## src/hdl/huffdec_ram.sv

```systemverilog
// ----------------------------------------------------------------------------
// huffdec_ram
// Simple dual-port RAM: one write port, one read port, registered read data.
// ----------------------------------------------------------------------------
module huffdec_ram #(
    parameter int DW    = 9,
    parameter int DEPTH = 255,
    parameter int AW    = 8
) (
    input  logic          clk,
    input  logic          we,
    input  logic [AW-1:0] waddr,
    input  logic [DW-1:0] wdata,
    input  logic [AW-1:0] raddr,
    output logic [DW-1:0] rdata
);

    logic [DW-1:0] mem [DEPTH];
    logic [DW-1:0] rdata_reg;

    always_ff @(posedge clk)
    begin
        if (we)
        begin
            mem[waddr] <= wdata;
        end
        rdata_reg <= mem[raddr];
    end

    assign rdata = rdata_reg;

endmodule

```

## config.mk

```make
export PLATFORM = sky130hd
export DESIGN_NAME = huffdec_ram
export DESIGN_NICKNAME = d
export VERILOG_FILES = /design/src/hdl/huffdec_ram.sv
export SDC_FILE = /design/constraint.sdc
export NUM_CORES = 2
export LEC_CHECK = 0
export CAP_MARGIN = 20
export CORE_MARGIN = 5
export CORE_UTILIZATION = 49
export DETAILED_ROUTE_END_ITERATION = 10
export DONT_BUFFER_PORTS = 1
export GPL_ROUTABILITY_DRIVEN = 0
export PLACE_DENSITY = 0.66
export SYNTH_ARGS = -nofsm -noshare
export SYNTH_HDL_FRONTEND = slang
export SYNTH_SLANG_ARGS = --single-unit
```

## constraint.sdc

```tcl
create_clock -name clk -period 2.7 [get_ports clk]
set_input_delay 0.405 -clock clk [delete_from_list [all_inputs] [get_ports clk]]
set_output_delay 0.405 -clock clk [all_outputs]
set_load 0.02 [all_outputs]
```

==> run summary <==
height of the die = 438 um
core region area = 0.182 mm2
Worst Setup Start Kind = input pin
Yosys Warn Count = 0
arrival time worst endpoint = 3750 ps
global-route wire length before repair = 343,000 um
synthesized instance count = 4,357
max capacitance violation total = 0
H-tree depth = 4
primary flip-flop cell chosen by synthesis mapping = sky130_fd_sc_hd__edfxtp_1
clock network latency to the later pin of the worst-skew pair = 880 ps
cell area power density = 710 mW/mm2
run status = complete, but fails checks
number of synthesized flops with an enable pin = 2,295
Num CTS Buffers = 222
CTS tree = yes
buffers inserted during post-CTS setup optimization = 0
cell leakage power = 33.4 nW
number of input and output port buffers inserted = 0
number of buffers and inverters on the critical path = 1
Tmin final = 2970 ps
Largest register FFs = 2,295
antenna violations before repair = 6
wire length reported by the detailed router = 247,000 um
CP endpoint kind = register
count of pins on the block boundary = 36
clock root buffer master = sky130_fd_sc_hd__clkbuf_16
Routed Antenna Nets = 0
clock-pin slew on the worst setup and hold paths = 60 ps
number of failing setup endpoints in the final timing report = 5
setup_tns = -647 ps
number of filler instances in the final layout = 13.3k
worst supply voltage drop on vdd = 0.764 mV
maximum number of pins on one net before global-route repair = 670
total clock sinks = 2,304
number of endpoints with negative hold slack in the final report = 777
syn_area_per_cell = 20.6 um2
number of slew-limit violations in the final report = 50
leftover overflow at the end of global routing = 0
Vias/cell = 6.37
Site Rows = 157
relative slew slack = -0.0524
1st-pass router iterations = 5
vias = 47.5k
number of global-route vias before repair = 46.1k
multi-input gate area in the final layout = 0.0191 mm2
area of the mapped netlist = 0.0897 mm2
achievable clock frequency = 337 MHz
crit path max-delay cell type = sky130_fd_sc_hd__nand2b_2
post-synthesis async set-or-reset flop share = 0
slew of the pin with the lowest slew margin = 1580 ps
crit-path leading delay family = compound AO/OA/AOI/OAI gates
final worst slack = -267 ps
die footprint = 0.192 mm2
Area growth, synth to finish = 15.2%
Synth Net Count = 4,384
most used cells in the layout excluding fill and tap cells = sky130_fd_sc_hd__edfxtp_1, sky130_fd_sc_hd__buf_4, sky130_fd_sc_hd__mux4_2
share of post-route cells with drive strength above 1 = 0.274
slack of the worst reg-to-reg path = 30 ps
smallest hold slack = -351 ps
violated checks = negative hold slack, max-slew violations, negative setup slack
die width = 438 um
Final #Nets = 4,900
library cells used by synthesis = 64
pre-CTS setup slack = -1070 ps
worst setup path class = input pin to register
Post-route DRC = 0
starting density of the core = 0.491
Storage cell area = 0.0691 mm2
sequential-to-total area share from yosys stat = 0.770
worst-path maximum fanout = 322
worst-path cell chain = nand2b_2, buf_4, o22ai_1, a2111o_1, a31oi_1, o21ai_1, nand4_1, o31ai_1
DR WL/cell = 33.2 um
total routing resource utilization after global routing = 0.250
most frequent standard cell in the layout excluding fill and tap cells = sky130_fd_sc_hd__edfxtp_1
Detailed Place HPWL = 136,000 um
total power draw = 73.3 mW
Max clock buf depth = 3
number of design-rule violations left by the first detailed-router iteration = 6,761
Min-Delay Path Class = input pin to register
Seq cells post-synth = 2,304
Clock Skews = 43.6 ps
largest stage delay on the critical path = 760 ps
post-route fraction of the period consumed by the critical path = 1.10
required time of the critical path = 3490 ps
-- kinds of logic after synthesis --
| group | count (synthesis) | share of synthesized area |
|---|---|---|
| mux | 745 | 0.151 |
| compound gates | 398 | 0.0306 |
| flops | 2304 | 0.770 |
| buf+inv | 272 | 0.0173 |
| simple gates | 638 | 0.0306 |
-- worst register-to-register path, cell delays in order (launching register included) --
cell and delay [ps]:
sky130_fd_sc_hd__edfxtp_1 370, sky130_fd_sc_hd__mux4_2 490, sky130_fd_sc_hd__mux2i_1 330, sky130_fd_sc_hd__a221oi_1 170
sky130_fd_sc_hd__buf_4 190, sky130_fd_sc_hd__nand4b_1 180, sky130_fd_sc_hd__a31oi_1 590, sky130_fd_sc_hd__o32ai_1 200
-- cell usage after synthesis, drive strengths merged (14+ instances only) --
| cell type | count | area share |
|---|---|---|
| nor2b | 16 | 0.0011 |
| mux2 | 24 | 0.0030 |
| clkbuf | 128 | 0.0054 |
| nor2 | 307 | 0.013 |
| edfxtp | 2295 | 0.77 |
| o22ai | 80 | 0.0056 |
| o21ai | 36 | 0.0020 |
| mux4 | 485 | 0.12 |
| a21oi | 81 | 0.0045 |
| and3 | 17 | 0.0012 |
| nand3 | 48 | 0.0027 |
| a211oi | 25 | 0.0021 |
| a22oi | 20 | 0.0017 |
| nand2 | 167 | 0.0070 |
| a31oi | 19 | 0.0013 |
| buf | 139 | 0.012 |
| nor3 | 24 | 0.0013 |
| mux2i | 236 | 0.026 |
| nand4 | 14 | 0.00098 |
| o221ai | 64 | 0.0062 |
-- metal layers --
layer | global-route usage | routed length [um]
met5 | 0 | 0
met4 | 0.0987 | 11100
met3 | 0.0549 | 26800
met2 | 0.385 | 115000
met1 | 0.353 | 94300
-- repair_timing --
item                        CTS  global route
resized for setup             2             4
hold buffers                 12             9
hold endpoints to repair   2336          1786
pin swaps                     0             1
setup endpoints to repair     2             9
gates cloned                  0            10
-- final cells by class --
cell class,instances,share of cell area
Antenna cell,9,0.000218
Clock buffer,269,0.0558
Clock inverter,145,0.0131
Inverter,5,0.000254
Multi-Input combinational cell,1781,0.185
Sequential cell,2304,0.669
Tap cell,2385,0.0289
Timing Repair Buffer,559,0.0484
-- power breakdown --
part	switching [mW]	internal, mW
registers	0.103	39.4
clock network	13.4	17.0
logic	1.93	1.45
total	15.4	57.9
-- worst paths after layout --
kind	cells past startpoint	startpoint	end
max	8	raddr[2]	rdata[2]
min reg2reg	6	mem[89][4]	rdata[4]
min	0	wdata[6]	mem[154][6]
max reg2reg	7	mem[221][5]	rdata[5]
-- stage by stage --
step           instance area (um2)  std cells   util
6_report                    103000       7457  0.566
5_1_grt                     103000       7448  0.566
3_3_place_gp                 95400       6995  0.523
4_1_cts                     103000       7424  0.563
2_1_floorplan                89700       4357      -
3_5_place_dp                 95400       6998  0.523
Note: power is estimated with default switching activity, not from simulation.
